File: src/hw/rtl/stack_expression_evaluator_defines.svh
// Assertion macros used by the stack expression evaluator top level.
`ifndef STACK_EXPRESSION_EVALUATOR_DEFINES_SVH
`define STACK_EXPRESSION_EVALUATOR_DEFINES_SVH

// Same-cycle implication, checked on every rising edge outside reset.
`define SEE_ASSERT_IMPL(label, clk, rst_n, ante, cons, msg) \
    label: assert property (@(posedge clk) disable iff (!rst_n) (ante) |-> (cons)) \
        else $error(msg);

// Next-cycle implication, checked on every rising edge outside reset.
`define SEE_ASSERT_NEXT(label, clk, rst_n, ante, cons, msg) \
    label: assert property (@(posedge clk) disable iff (!rst_n) (ante) |=> (cons)) \
        else $error(msg);

`endif

File: src/hw/rtl/see_pkg.sv
// Shared types, opcodes and constants of the stack expression evaluator.
package see_pkg;

    localparam int unsigned STACK_DEPTH_DEF = 16;
    localparam int unsigned DATA_W          = 32;
    localparam int unsigned OP_W            = 8;
    localparam int unsigned DEPTH_OUT_W     = 5;
    localparam int unsigned DIV_STEPS       = DATA_W;

    typedef logic [DATA_W-1:0] t_word;
    typedef logic [OP_W-1:0]   t_op;

    typedef enum logic [1:0] {
        ERR_OK    = 2'd0,
        ERR_DIV0  = 2'd1,
        ERR_OVER  = 2'd2,
        ERR_UNDER = 2'd3
    } t_err;

    localparam t_op OP_RETURN = 8'h0B;
    localparam t_op OP_EQ     = 8'h12;
    localparam t_op OP_NE     = 8'h13;
    localparam t_op OP_LT_BT  = 8'h14;
    localparam t_op OP_LT_TB  = 8'h15;
    localparam t_op OP_GE_TB  = 8'h16;
    localparam t_op OP_GE_BT  = 8'h17;
    localparam t_op OP_ZERO   = 8'h18;
    localparam t_op OP_NOT    = 8'h19;
    localparam t_op OP_LAND   = 8'h1A;
    localparam t_op OP_OR_A   = 8'h1B;
    localparam t_op OP_ADD    = 8'h1C;
    localparam t_op OP_SUB    = 8'h1D;
    localparam t_op OP_NEG    = 8'h1E;
    localparam t_op OP_XOR    = 8'h1F;
    localparam t_op OP_AND    = 8'h20;
    localparam t_op OP_OR_B   = 8'h21;
    localparam t_op OP_DIV    = 8'h22;
    localparam t_op OP_MUL    = 8'h23;
    localparam t_op OP_MOD    = 8'h24;

    localparam t_op OP_BIN_LO = OP_EQ;
    localparam t_op OP_BIN_HI = OP_MOD;

    typedef struct packed {
        logic  start;
        t_word dividend;
        t_word divisor;
    } t_div_req;

    typedef struct packed {
        logic  done;
        t_word quotient;
        t_word remainder;
    } t_div_rsp;

endpackage

File: src/hw/rtl/see_in_if.sv
// Input channel: one item pushes a value or applies an operator byte.
interface see_in_if;
    import see_pkg::*;

    logic  valid;
    logic  ready;
    logic  mode;
    t_op   opcode;
    t_word push_value;

    modport source (output valid, output mode, output opcode, output push_value, input ready);
    modport sink   (input valid, input mode, input opcode, input push_value, output ready);
endinterface

File: src/hw/rtl/see_out_if.sv
// Output channel: one result item per accepted input item.
interface see_out_if;
    import see_pkg::*;

    logic                   valid;
    logic                   ready;
    logic                   returned;
    t_word                  return_value;
    logic [1:0]             error_code;
    logic [DEPTH_OUT_W-1:0] stack_depth;

    modport source (output valid, output returned, output return_value, output error_code,
                    output stack_depth, input ready);
    modport sink   (input valid, input returned, input return_value, input error_code,
                    input stack_depth, output ready);
endinterface

File: src/hw/rtl/see_div.sv
// Iterative signed divider: one quotient bit per cycle, then a sign fix-up step.
module see_div (
    input  logic              i_clk,
    input  logic              i_rst_n,
    input  see_pkg::t_div_req i_req,
    output see_pkg::t_div_rsp o_rsp
);
    import see_pkg::*;

    localparam int unsigned CNT_W = $clog2(DIV_STEPS + 1);

    function automatic t_word mag(input t_word v);
        mag = v[DATA_W-1] ? (t_word'(0) - v) : v;
    endfunction

    logic             r_busy, n_busy;
    logic             r_done, n_done;
    logic [CNT_W-1:0] r_cnt, n_cnt;
    t_word            r_rem, n_rem;
    t_word            r_quo, n_quo;
    t_word            r_dvs, n_dvs;
    logic             r_neg_q, n_neg_q;
    logic             r_neg_r, n_neg_r;
    t_word            r_q_out, n_q_out;
    t_word            r_r_out, n_r_out;
    t_word            shifted;
    logic [DATA_W:0]  diff;

    always_comb begin
        n_busy  = r_busy;
        n_done  = 1'b0;
        n_cnt   = r_cnt;
        n_rem   = r_rem;
        n_quo   = r_quo;
        n_dvs   = r_dvs;
        n_neg_q = r_neg_q;
        n_neg_r = r_neg_r;
        n_q_out = r_q_out;
        n_r_out = r_r_out;
        // bring down the next dividend bit and try the subtraction
        shifted = {r_rem[DATA_W-2:0], r_quo[DATA_W-1]};
        diff    = {1'b0, shifted} - {1'b0, r_dvs};
        if (i_req.start) begin
            n_busy  = 1'b1;
            n_cnt   = '0;
            n_rem   = '0;
            n_quo   = mag(i_req.dividend);
            n_dvs   = mag(i_req.divisor);
            n_neg_q = i_req.dividend[DATA_W-1] ^ i_req.divisor[DATA_W-1];
            n_neg_r = i_req.dividend[DATA_W-1];
        end else if (r_busy) begin
            if (r_cnt == CNT_W'(DIV_STEPS)) begin
                // quotient truncates toward zero, remainder follows the dividend
                n_busy  = 1'b0;
                n_done  = 1'b1;
                n_q_out = r_neg_q ? (t_word'(0) - r_quo) : r_quo;
                n_r_out = r_neg_r ? (t_word'(0) - r_rem) : r_rem;
            end else begin
                n_cnt = r_cnt + CNT_W'(1);
                if (!diff[DATA_W]) begin
                    n_rem = diff[DATA_W-1:0];
                    n_quo = {r_quo[DATA_W-2:0], 1'b1};
                end else begin
                    n_rem = shifted;
                    n_quo = {r_quo[DATA_W-2:0], 1'b0};
                end
            end
        end
    end

    always_ff @(posedge i_clk) begin
        if (!i_rst_n) begin
            r_busy <= 1'b0;
            r_done <= 1'b0;
            r_cnt  <= '0;
        end else begin
            r_busy <= n_busy;
            r_done <= n_done;
            r_cnt  <= n_cnt;
        end
    end

    always_ff @(posedge i_clk) begin
        r_rem   <= n_rem;
        r_quo   <= n_quo;
        r_dvs   <= n_dvs;
        r_neg_q <= n_neg_q;
        r_neg_r <= n_neg_r;
        r_q_out <= n_q_out;
        r_r_out <= n_r_out;
    end

    assign o_rsp.done      = r_done;
    assign o_rsp.quotient  = r_q_out;
    assign o_rsp.remainder = r_r_out;

endmodule

File: src/hw/rtl/stack_expression_evaluator.sv
// Stack expression evaluator top level: sequencer, value stack memory, ALU and divider.
// Path from input accept to result: push, pop and stack errors go straight to S_DONE; return
// reads the top (S_TOP); unary ops add a write-back (S_WB); binary ops and zero divisors add
// S_BELOW; divide and modulo add S_DIV, the shared divider's 32 one-bit steps and sign fix-up.
// One item in flight at a time; ready returns in the same cycle that the result registers.
// Synchronous active-low reset: one zero entry on the stack, no memory clearing pass.
`include "stack_expression_evaluator_defines.svh"

module stack_expression_evaluator #(
    parameter int unsigned STACK_DEPTH = see_pkg::STACK_DEPTH_DEF
) (
    input  logic      i_clk,
    input  logic      i_rst_n,
    see_in_if.sink    i_in,
    see_out_if.source o_out
);
    import see_pkg::*;

    localparam int unsigned AW = (STACK_DEPTH > 1) ? $clog2(STACK_DEPTH) : 1;
    localparam int unsigned CW = $clog2(STACK_DEPTH + 1);
    localparam logic [CW-1:0] DEPTH_FULL = CW'(STACK_DEPTH);

    // One-hot sequencer states
    typedef enum logic [5:0] {
        S_IDLE  = 6'b000001,
        S_TOP   = 6'b000010,
        S_BELOW = 6'b000100,
        S_DIV   = 6'b001000,
        S_WB    = 6'b010000,
        S_DONE  = 6'b100000
    } t_state;

    function automatic logic f_unary(input t_op op);
        f_unary = (op == OP_ZERO) || (op == OP_NOT) || (op == OP_NEG);
    endfunction

    function automatic logic f_binary(input t_op op);
        f_binary = (op >= OP_BIN_LO) && (op <= OP_BIN_HI) && !f_unary(op);
    endfunction

    t_state           r_state, n_state;
    logic [CW-1:0]    r_depth, n_depth;
    logic             r_bot_valid, n_bot_valid;
    t_op              r_op, n_op;
    t_word            r_t, n_t;
    t_word            r_res, n_res;
    t_err             r_err, n_err;
    logic             r_ret, n_ret;
    t_word            r_ret_val, n_ret_val;

    // Value stack memory with registered read
    t_word            r_stack [STACK_DEPTH];
    t_word            r_rd_data;
    logic             r_rd_zero;
    logic             mem_we, mem_re;
    logic [AW-1:0]    mem_waddr, mem_raddr;
    t_word            mem_wdata;
    t_word            rd_val;

    // Output register
    logic                   r_out_valid, n_out_valid;
    logic                   r_o_returned, n_o_returned;
    t_word                  r_o_value, n_o_value;
    t_err                   r_o_err, n_o_err;
    logic [DEPTH_OUT_W-1:0] r_o_depth, n_o_depth;

    logic             in_acc;
    logic             in_unary, in_binary, in_return;
    logic             r_is_unary, r_is_binary, r_is_return, r_is_divmod;
    logic [AW-1:0]    top_idx, below_idx;
    t_word            alu, unary_res;
    t_div_req         div_req;
    t_div_rsp         div_rsp;

    see_div u_div (
        .i_clk   (i_clk),
        .i_rst_n (i_rst_n),
        .i_req   (div_req),
        .o_rsp   (div_rsp)
    );

    assign i_in.ready = (r_state == S_IDLE);
    assign in_acc     = i_in.valid && (r_state == S_IDLE);

    assign in_unary    = f_unary(i_in.opcode);
    assign in_binary   = f_binary(i_in.opcode);
    assign in_return   = (i_in.opcode == OP_RETURN);
    assign r_is_unary  = f_unary(r_op);
    assign r_is_binary = f_binary(r_op);
    assign r_is_return = (r_op == OP_RETURN);
    assign r_is_divmod = (r_op == OP_DIV) || (r_op == OP_MOD);

    // Top and second entries; only used when the depth covers them
    assign top_idx   = AW'(r_depth - CW'(1));
    assign below_idx = AW'(r_depth - CW'(2));

    // An untouched bottom entry after reset or return reads as zero
    assign rd_val = r_rd_zero ? '0 : r_rd_data;

    // Unary ops on the top entry
    always_comb begin
        case (r_op)
            OP_ZERO: unary_res = t_word'(rd_val == '0);
            OP_NOT:  unary_res = ~rd_val;
            default: unary_res = t_word'(0) - rd_val;
        endcase
    end

    // Binary ops: B arrives from the memory, T was held from the previous read
    always_comb begin
        case (r_op)
            OP_EQ:   alu = t_word'(rd_val == r_t);
            OP_NE:   alu = t_word'(rd_val != r_t);
            OP_LT_BT: alu = t_word'($signed(rd_val) < $signed(r_t));
            OP_LT_TB: alu = t_word'($signed(r_t) < $signed(rd_val));
            OP_GE_TB: alu = t_word'($signed(r_t) >= $signed(rd_val));
            OP_GE_BT: alu = t_word'($signed(rd_val) >= $signed(r_t));
            OP_LAND: alu = t_word'((rd_val != '0) && (r_t != '0));
            OP_OR_A: alu = rd_val | r_t;
            OP_OR_B: alu = rd_val | r_t;
            OP_ADD:  alu = rd_val + r_t;
            OP_SUB:  alu = rd_val - r_t;
            OP_XOR:  alu = rd_val ^ r_t;
            OP_AND:  alu = rd_val & r_t;
            OP_MUL:  alu = rd_val * r_t;
            default: alu = rd_val;
        endcase
    end

    // Sequencer
    always_comb begin
        n_state      = r_state;
        n_depth      = r_depth;
        n_bot_valid  = r_bot_valid;
        n_op         = r_op;
        n_t          = r_t;
        n_res        = r_res;
        n_err        = r_err;
        n_ret        = r_ret;
        n_ret_val    = r_ret_val;
        mem_we       = 1'b0;
        mem_waddr    = top_idx;
        mem_wdata    = r_res;
        mem_re       = 1'b0;
        mem_raddr    = top_idx;
        div_req.start    = 1'b0;
        div_req.dividend = rd_val;
        div_req.divisor  = r_t;
        // drop the held result once taken
        n_out_valid  = r_out_valid && !o_out.ready;
        n_o_returned = r_o_returned;
        n_o_value    = r_o_value;
        n_o_err      = r_o_err;
        n_o_depth    = r_o_depth;

        case (r_state)
            S_IDLE: begin
                if (in_acc) begin
                    n_op      = i_in.opcode;
                    n_err     = ERR_OK;
                    n_ret     = 1'b0;
                    n_ret_val = '0;
                    n_state   = S_DONE;
                    if (!i_in.mode) begin
                        // push: write straight into the next free entry
                        if (r_depth >= DEPTH_FULL) begin
                            n_err = ERR_OVER;
                        end else begin
                            mem_we    = 1'b1;
                            mem_waddr = AW'(r_depth);
                            mem_wdata = i_in.push_value;
                            n_depth   = r_depth + CW'(1);
                        end
                    end else if (r_depth == '0) begin
                        n_err = ERR_UNDER;
                    end else if (in_binary && (r_depth < CW'(2))) begin
                        n_err = ERR_UNDER;
                    end else if (in_unary || in_binary || in_return) begin
                        mem_re  = 1'b1;
                        n_state = S_TOP;
                    end else begin
                        // pop-only opcode
                        n_depth = r_depth - CW'(1);
                    end
                end
            end
            S_TOP: begin
                n_t = rd_val;
                if (r_is_return) begin
                    // deliver the top entry and return the stack to its reset contents
                    n_ret       = 1'b1;
                    n_ret_val   = rd_val;
                    n_depth     = CW'(1);
                    n_bot_valid = 1'b0;
                    n_state     = S_DONE;
                end else if (r_is_unary) begin
                    n_res   = unary_res;
                    n_state = S_WB;
                end else begin
                    mem_re    = 1'b1;
                    mem_raddr = below_idx;
                    n_state   = S_BELOW;
                end
            end
            S_BELOW: begin
                if (r_is_divmod) begin
                    if (r_t == '0) begin
                        n_err   = ERR_DIV0;
                        n_res   = '0;
                        n_state = S_WB;
                    end else begin
                        div_req.start = 1'b1;
                        n_state       = S_DIV;
                    end
                end else begin
                    n_res   = alu;
                    n_state = S_WB;
                end
            end
            S_DIV: begin
                if (div_rsp.done) begin
                    n_res   = (r_op == OP_MOD) ? div_rsp.remainder : div_rsp.quotient;
                    n_state = S_WB;
                end
            end
            S_WB: begin
                // unary ops replace the top, binary ops replace the second and pop
                mem_we    = 1'b1;
                mem_waddr = r_is_binary ? below_idx : top_idx;
                mem_wdata = r_res;
                if (r_is_binary) begin
                    n_depth = r_depth - CW'(1);
                end
                n_state = S_DONE;
            end
            S_DONE: begin
                // hold here until the output register is free
                if (!r_out_valid || o_out.ready) begin
                    n_out_valid  = 1'b1;
                    n_o_returned = r_ret;
                    n_o_value    = r_ret_val;
                    n_o_err      = r_err;
                    n_o_depth    = DEPTH_OUT_W'(r_depth);
                    n_state      = S_IDLE;
                end
            end
            default: begin
                n_state = S_IDLE;
            end
        endcase

        // any write to the bottom entry makes it real
        if (mem_we && (mem_waddr == '0)) begin
            n_bot_valid = 1'b1;
        end
    end

    always_ff @(posedge i_clk) begin
        if (!i_rst_n) begin
            r_state     <= S_IDLE;
            r_depth     <= CW'(1);
            r_bot_valid <= 1'b0;
            r_out_valid <= 1'b0;
        end else begin
            r_state     <= n_state;
            r_depth     <= n_depth;
            r_bot_valid <= n_bot_valid;
            r_out_valid <= n_out_valid;
        end
    end

    always_ff @(posedge i_clk) begin
        r_op         <= n_op;
        r_t          <= n_t;
        r_res        <= n_res;
        r_err        <= n_err;
        r_ret        <= n_ret;
        r_ret_val    <= n_ret_val;
        r_o_returned <= n_o_returned;
        r_o_value    <= n_o_value;
        r_o_err      <= n_o_err;
        r_o_depth    <= n_o_depth;
    end

    // Stack memory: one write port, one registered read port
    always_ff @(posedge i_clk) begin
        if (mem_we) begin
            r_stack[mem_waddr] <= mem_wdata;
        end
        if (mem_re) begin
            r_rd_data <= r_stack[mem_raddr];
            r_rd_zero <= (mem_raddr == '0) && !r_bot_valid;
        end
    end

    assign o_out.valid        = r_out_valid;
    assign o_out.returned     = r_o_returned;
    assign o_out.return_value = r_o_value;
    assign o_out.error_code   = r_o_err;
    assign o_out.stack_depth  = r_o_depth;

    `SEE_ASSERT_IMPL(a_depth_bound, i_clk, i_rst_n, 1'b1, r_depth <= DEPTH_FULL, "stack depth beyond capacity")
    `SEE_ASSERT_IMPL(a_div_done_waited, i_clk, i_rst_n, div_rsp.done, r_state == S_DIV, "divider finished outside its wait state")
    `SEE_ASSERT_NEXT(a_return_resets, i_clk, i_rst_n, (r_state == S_TOP) && r_is_return, (r_depth == CW'(1)) && !r_bot_valid, "return did not reset the stack")

endmodule

File: src/flat_wrapper.sv
// flat-port wrapper written by rule: the top's interface ports become plain ports
module stack_expression_evaluator_flat import see_pkg::*;
#(
    parameter int unsigned STACK_DEPTH = see_pkg::STACK_DEPTH_DEF
)
  (i_clk, i_rst_n, i_in_valid, i_in_mode, i_in_opcode, i_in_push_value, i_in_ready, o_out_valid, o_out_returned, o_out_return_value, o_out_error_code, o_out_stack_depth, o_out_ready);
  see_in_if i_in_i ();
  see_out_if o_out_i ();
  input  logic i_clk;
  input  logic i_rst_n;
  input wire logic [$bits(i_in_i.valid)-1:0] i_in_valid;
  input wire logic [$bits(i_in_i.mode)-1:0] i_in_mode;
  input wire logic [$bits(i_in_i.opcode)-1:0] i_in_opcode;
  input wire logic [$bits(i_in_i.push_value)-1:0] i_in_push_value;
  output wire logic [$bits(i_in_i.ready)-1:0] i_in_ready;
  output wire logic [$bits(o_out_i.valid)-1:0] o_out_valid;
  output wire logic [$bits(o_out_i.returned)-1:0] o_out_returned;
  output wire logic [$bits(o_out_i.return_value)-1:0] o_out_return_value;
  output wire logic [$bits(o_out_i.error_code)-1:0] o_out_error_code;
  output wire logic [$bits(o_out_i.stack_depth)-1:0] o_out_stack_depth;
  input wire logic [$bits(o_out_i.ready)-1:0] o_out_ready;
  assign i_in_i.valid = i_in_valid;
  assign i_in_i.mode = i_in_mode;
  assign i_in_i.opcode = i_in_opcode;
  assign i_in_i.push_value = i_in_push_value;
  assign i_in_ready = i_in_i.ready;
  assign o_out_valid = o_out_i.valid;
  assign o_out_returned = o_out_i.returned;
  assign o_out_return_value = o_out_i.return_value;
  assign o_out_error_code = o_out_i.error_code;
  assign o_out_stack_depth = o_out_i.stack_depth;
  assign o_out_i.ready = o_out_ready;
  stack_expression_evaluator #(.STACK_DEPTH(STACK_DEPTH)) u_core (.i_clk(i_clk), .i_rst_n(i_rst_n), .i_in(i_in_i), .o_out(o_out_i));
endmodule
File: config.mk
export PLATFORM = sky130hd
export DESIGN_NAME = stack_expression_evaluator_flat
export DESIGN_NICKNAME = d
export VERILOG_FILES = /design/src/hw/rtl/see_pkg.sv /design/src/hw/rtl/see_in_if.sv /design/src/hw/rtl/see_out_if.sv /design/src/hw/rtl/see_div.sv /design/src/hw/rtl/stack_expression_evaluator.sv /design/src/flat_wrapper.sv
export VERILOG_INCLUDE_DIRS = /design/src /design/src/hw/rtl
export SDC_FILE = /design/constraint.sdc
export NUM_CORES = 2
export LEC_CHECK = 0
export BUFFER_PORTS_ARGS = -buffer_cell sky130_fd_sc_hd__buf_2
export CAP_MARGIN = 20
export CORE_ASPECT_RATIO = 0.7
export CORE_UTILIZATION = 30
export CTS_BUF_LIST = sky130_fd_sc_hd__clkbuf_16
export CTS_CLUSTER_SIZE = 30
export DETAILED_ROUTE_END_ITERATION = 6
export GPL_TIMING_DRIVEN = 0
export SYNTH_ARGS = -nofsm -noshare
export SYNTH_HDL_FRONTEND = slang
export SYNTH_SLANG_ARGS = --single-unit
export TNS_END_PERCENT = 10
File: constraint.sdc
create_clock -name i_clk -period 20.4 [get_ports i_clk]
set_clock_uncertainty 0.15 [all_clocks]
set_input_delay 4.08 -clock i_clk [delete_from_list [all_inputs] [get_ports i_clk]]
set_output_delay 4.08 -clock i_clk [all_outputs]
set_load 0.05 [all_outputs]
==> results.md <==
* Outcome: finished clean
* Crit-path max FO at 11
* Fmax at 0.0849 GHz
* Worst reg2reg path startpoint: u_core.r_rd_zero
* Layout area overhead at 13.4%
* Initial Util at 0.303
* CP startpoint kind: register
* Post-Place Cell Area at around 65000 um^2
* Yosys reg bits at about 900
* Met1 usage at 0.376
* Critical Path End Type: register
* I/O Buffers at 84
* Ys Warns at 0
* Post-synth ARST share at 0
* Sequential cell area fraction in the yosys report at 0.431
* Synth area leader: edfxtp_1
* Clock latency on the worst-skew pair at around 0.73 ns
* Critical Path Source: u_core.r_rd_zero
* Grt ovf at 0
* Max cap viols at 0
* Measured slew at the worst slew-check pin at about 1.5 ns
* I/O Pins at 87
* # rows at ~140
* Vias at around 47000
* CP max stage delay at a little under 0.9 ns
* Antenna violations before repair at 17
* CP Class: register to register
* Number of synthesized flops with an enable pin at 822
* Area fraction of the dominant cell type after synthesis at 0.413
* Pwr per Cell Area at ~70 nW/um^2
* Post-Route WL at around 250000 um
* IR drop worst, VDD at ~71 uV
* WL/cell at between 20 and 30 um
* Total GRT Usage at 0.245
* Post-CTS setup buffer count at 0
* CTS root buf: clkbuf_16
* Initial DRC count at 6913
* Mapped cell area at around 60000 um^2
* Tmin final at 11.78 ns
* Resized cells post-CTS at 0
* Post-layout instance area at between 60000 and 70000 um^2
* Placer Congestion at ~1.1
* Total power at 4.62 mW
* DIE AREA at a little over 200000 um^2
* CP max stage cell: buf_1
* Gr busiest metal: met1
* Most frequent cells in the layout: 822 x edfxtp_1, 626 x nand2_1, 537 x inv_1, 493 x nor2_1, 411 x fa_1
* Most common cell after layout, fill and taps aside: edfxtp_1
* Nets at around 6400
* Via density at roughly 5.6
* RSZ-0062 raised after global routing: false
* H-tree Lvls at 3
* Die width at 536 um
* Num CTS Buffers at 86
* Mapped Nets at 6128
* Final-report setup violation count at 0
* WP data required at approximately 21 ns
* Most used cell, CP: fa_1
* First-pass GRT wire length at approximately 350000 um
* Rel. slew slack at 0.0210
* Core box area at a little under 200000 um^2
* Vias in the first global route at 44152
* Max-slew violations at 0
* Post-synth top flop: edfxtp_1
* HP Start: u_core.r_ret
* TritonCTS Sinks at 875
* Hpwl dp at approximately 200000 um
* Synth cell types at 96
* Met3 GRT Util at 0.104
* Met2 Use GR at 0.306
* Crit path DAT at ~12 ns
* Leak at between 20 and 30 nW
* CTS tree: done
* Final Hold Vio Count at 0
* Share of cells above drive strength 1 at 0.0934
* Die Y-Extent at around 380 um
* Largest cells by area after synthesis: edfxtp_1 41%, fa_1 14%, ha_1 6.2%
* Total Neg Setup Slack at 0 ns
* Largest net degree at the start of global routing at between 40 and 50
* Worst Hold Class: register to register
* Cts hold-fix bufs at 0
* Antenna Nets Post-Route at 0
* Tcrit/Tclk final at 0.578
* Clock-pin slew on the worst setup and hold paths at around 0.08 ns
* Clk buf depth at 3
* Syn Inst Count at around 5400
* Avg Cell Area, Syn at 11.1 um^2
* Final routed DRC violation total at 0
* DRT Pass-1 Iters at 7
## layout make-up
type	count	area [um^2]
diodes	6	15.0
plain buffers	303	1210
clock buffers	87	2180
clock inverters	68	556
fillers	19591	129000
inverters	542	2040
multi-input cells	3655	31000
flip-flops and latches	875	25700
well taps	2622	3280
repair buffers	179	1830
## stage by stage
stage / utilization / hold slack [ns] / setup WS, ns / std cells
floorplan: - / 0.250 / 12.00 / 5375
global placement: 0.322 / 0.253 / 8.72 / 8081
detailed placement: 0.329 / 0.255 / 9.00 / 8165
CTS: 0.343 / 0.249 / 8.98 / 8320
global route: 0.344 / 0.270 / 8.44 / 8331
finish: 0.344 / 0.246 / 8.62 / 8337
## flip-flops by register name (all words and copies together), names as in the netlist, 2 cells and up
| register | cells |
|---|---|
| u_core.u_div.r_cnt | 6 |
| u_core.u_div.r_r_out | 32 |
| u_core.u_div.r_dvs | 32 |
| u_core.r_stack | 512 |
| u_core.r_rd_data | 32 |
| u_core.u_div.r_q_out | 32 |
| u_core.o_out.stack_depth | 5 |
| u_core.r_op | 8 |
| u_core.u_div.r_rem | 32 |
| u_core.u_div.r_quo | 32 |
| u_core.r_state | 6 |
| u_core.r_depth | 5 |
| u_core.r_res | 32 |
| u_core.r_t | 32 |
| u_core.r_ret_val | 32 |
| u_core.o_out.error_code | 2 |
| u_core.r_err | 2 |
| u_core.o_out.return_value | 32 |
## path summary, 6_finish.rpt
path                                              end  slack [ns]  depth (start not counted)
worst min-delay path            u_core.o_out.returned        0.25                          0
worst max register to register       u_core.r_res[28]        8.62                         29
worst max-delay path                 u_core.r_res[28]        8.62                         29
worst min register to register  u_core.o_out.returned        0.25                          0
## synth_stat cells, types with 102 or more instances
cell type	n
a21oi_1	215
a31oi_1	102
clkbuf_1	248
edfxtp_1	822
fa_1	411
ha_1	297
inv_1	524
mux4_2	128
nand2_1	627
nor2_1	510
o21ai_0	200
xnor2_1	179
## logic make-up (layout without fill, tap and decap cells)
logic type / Yosys count / in the layout / synth area share
buf+inv: 845 / 1179 / 0.0543
mux: 166 / 166 / 0.0546
xor+xnor: 228 / 228 / 0.0357
compound gates: 965 / 965 / 0.106
fa+ha+maj: 708 / 708 / 0.200
simple gates: 1588 / 1588 / 0.119
flops: 875 / 875 / 0.431
other cells: 0 / 6 / 0
## where the power goes
part | leakage (nW) | switching [mW] | internal [mW]
registers | 7.82 | 0.0102 | 1.99
clock network | 1.39 | 0.745 | 0.841
logic | 16.3 | 0.651 | 0.380
total | 25.5 | 1.41 | 3.21
## critical path, delay by kind of cell, from the launching register on
| family | cells | cell delay (ns) |
|---|---|---|
| flops | 1 | 0.47 |
| simple gates | 3 | 0.92 |
| fa+ha+maj | 9 | 4.06 |
| buf+inv | 10 | 3.62 |
| compound gates | 7 | 2.24 |
## routing by layer
| metal | part of all wire | up-vias |
|---|---|---|
| li1 | - | 19443 |
| met1 | 0.45 | 24062 |
| met2 | 0.37 | 3172 |
| met3 | 0.15 | 381 |
| met4 | 0.026 | 6 |
| met5 | 0.00014 | - |
No activity file was read; power rests on OpenSTA's default activity.
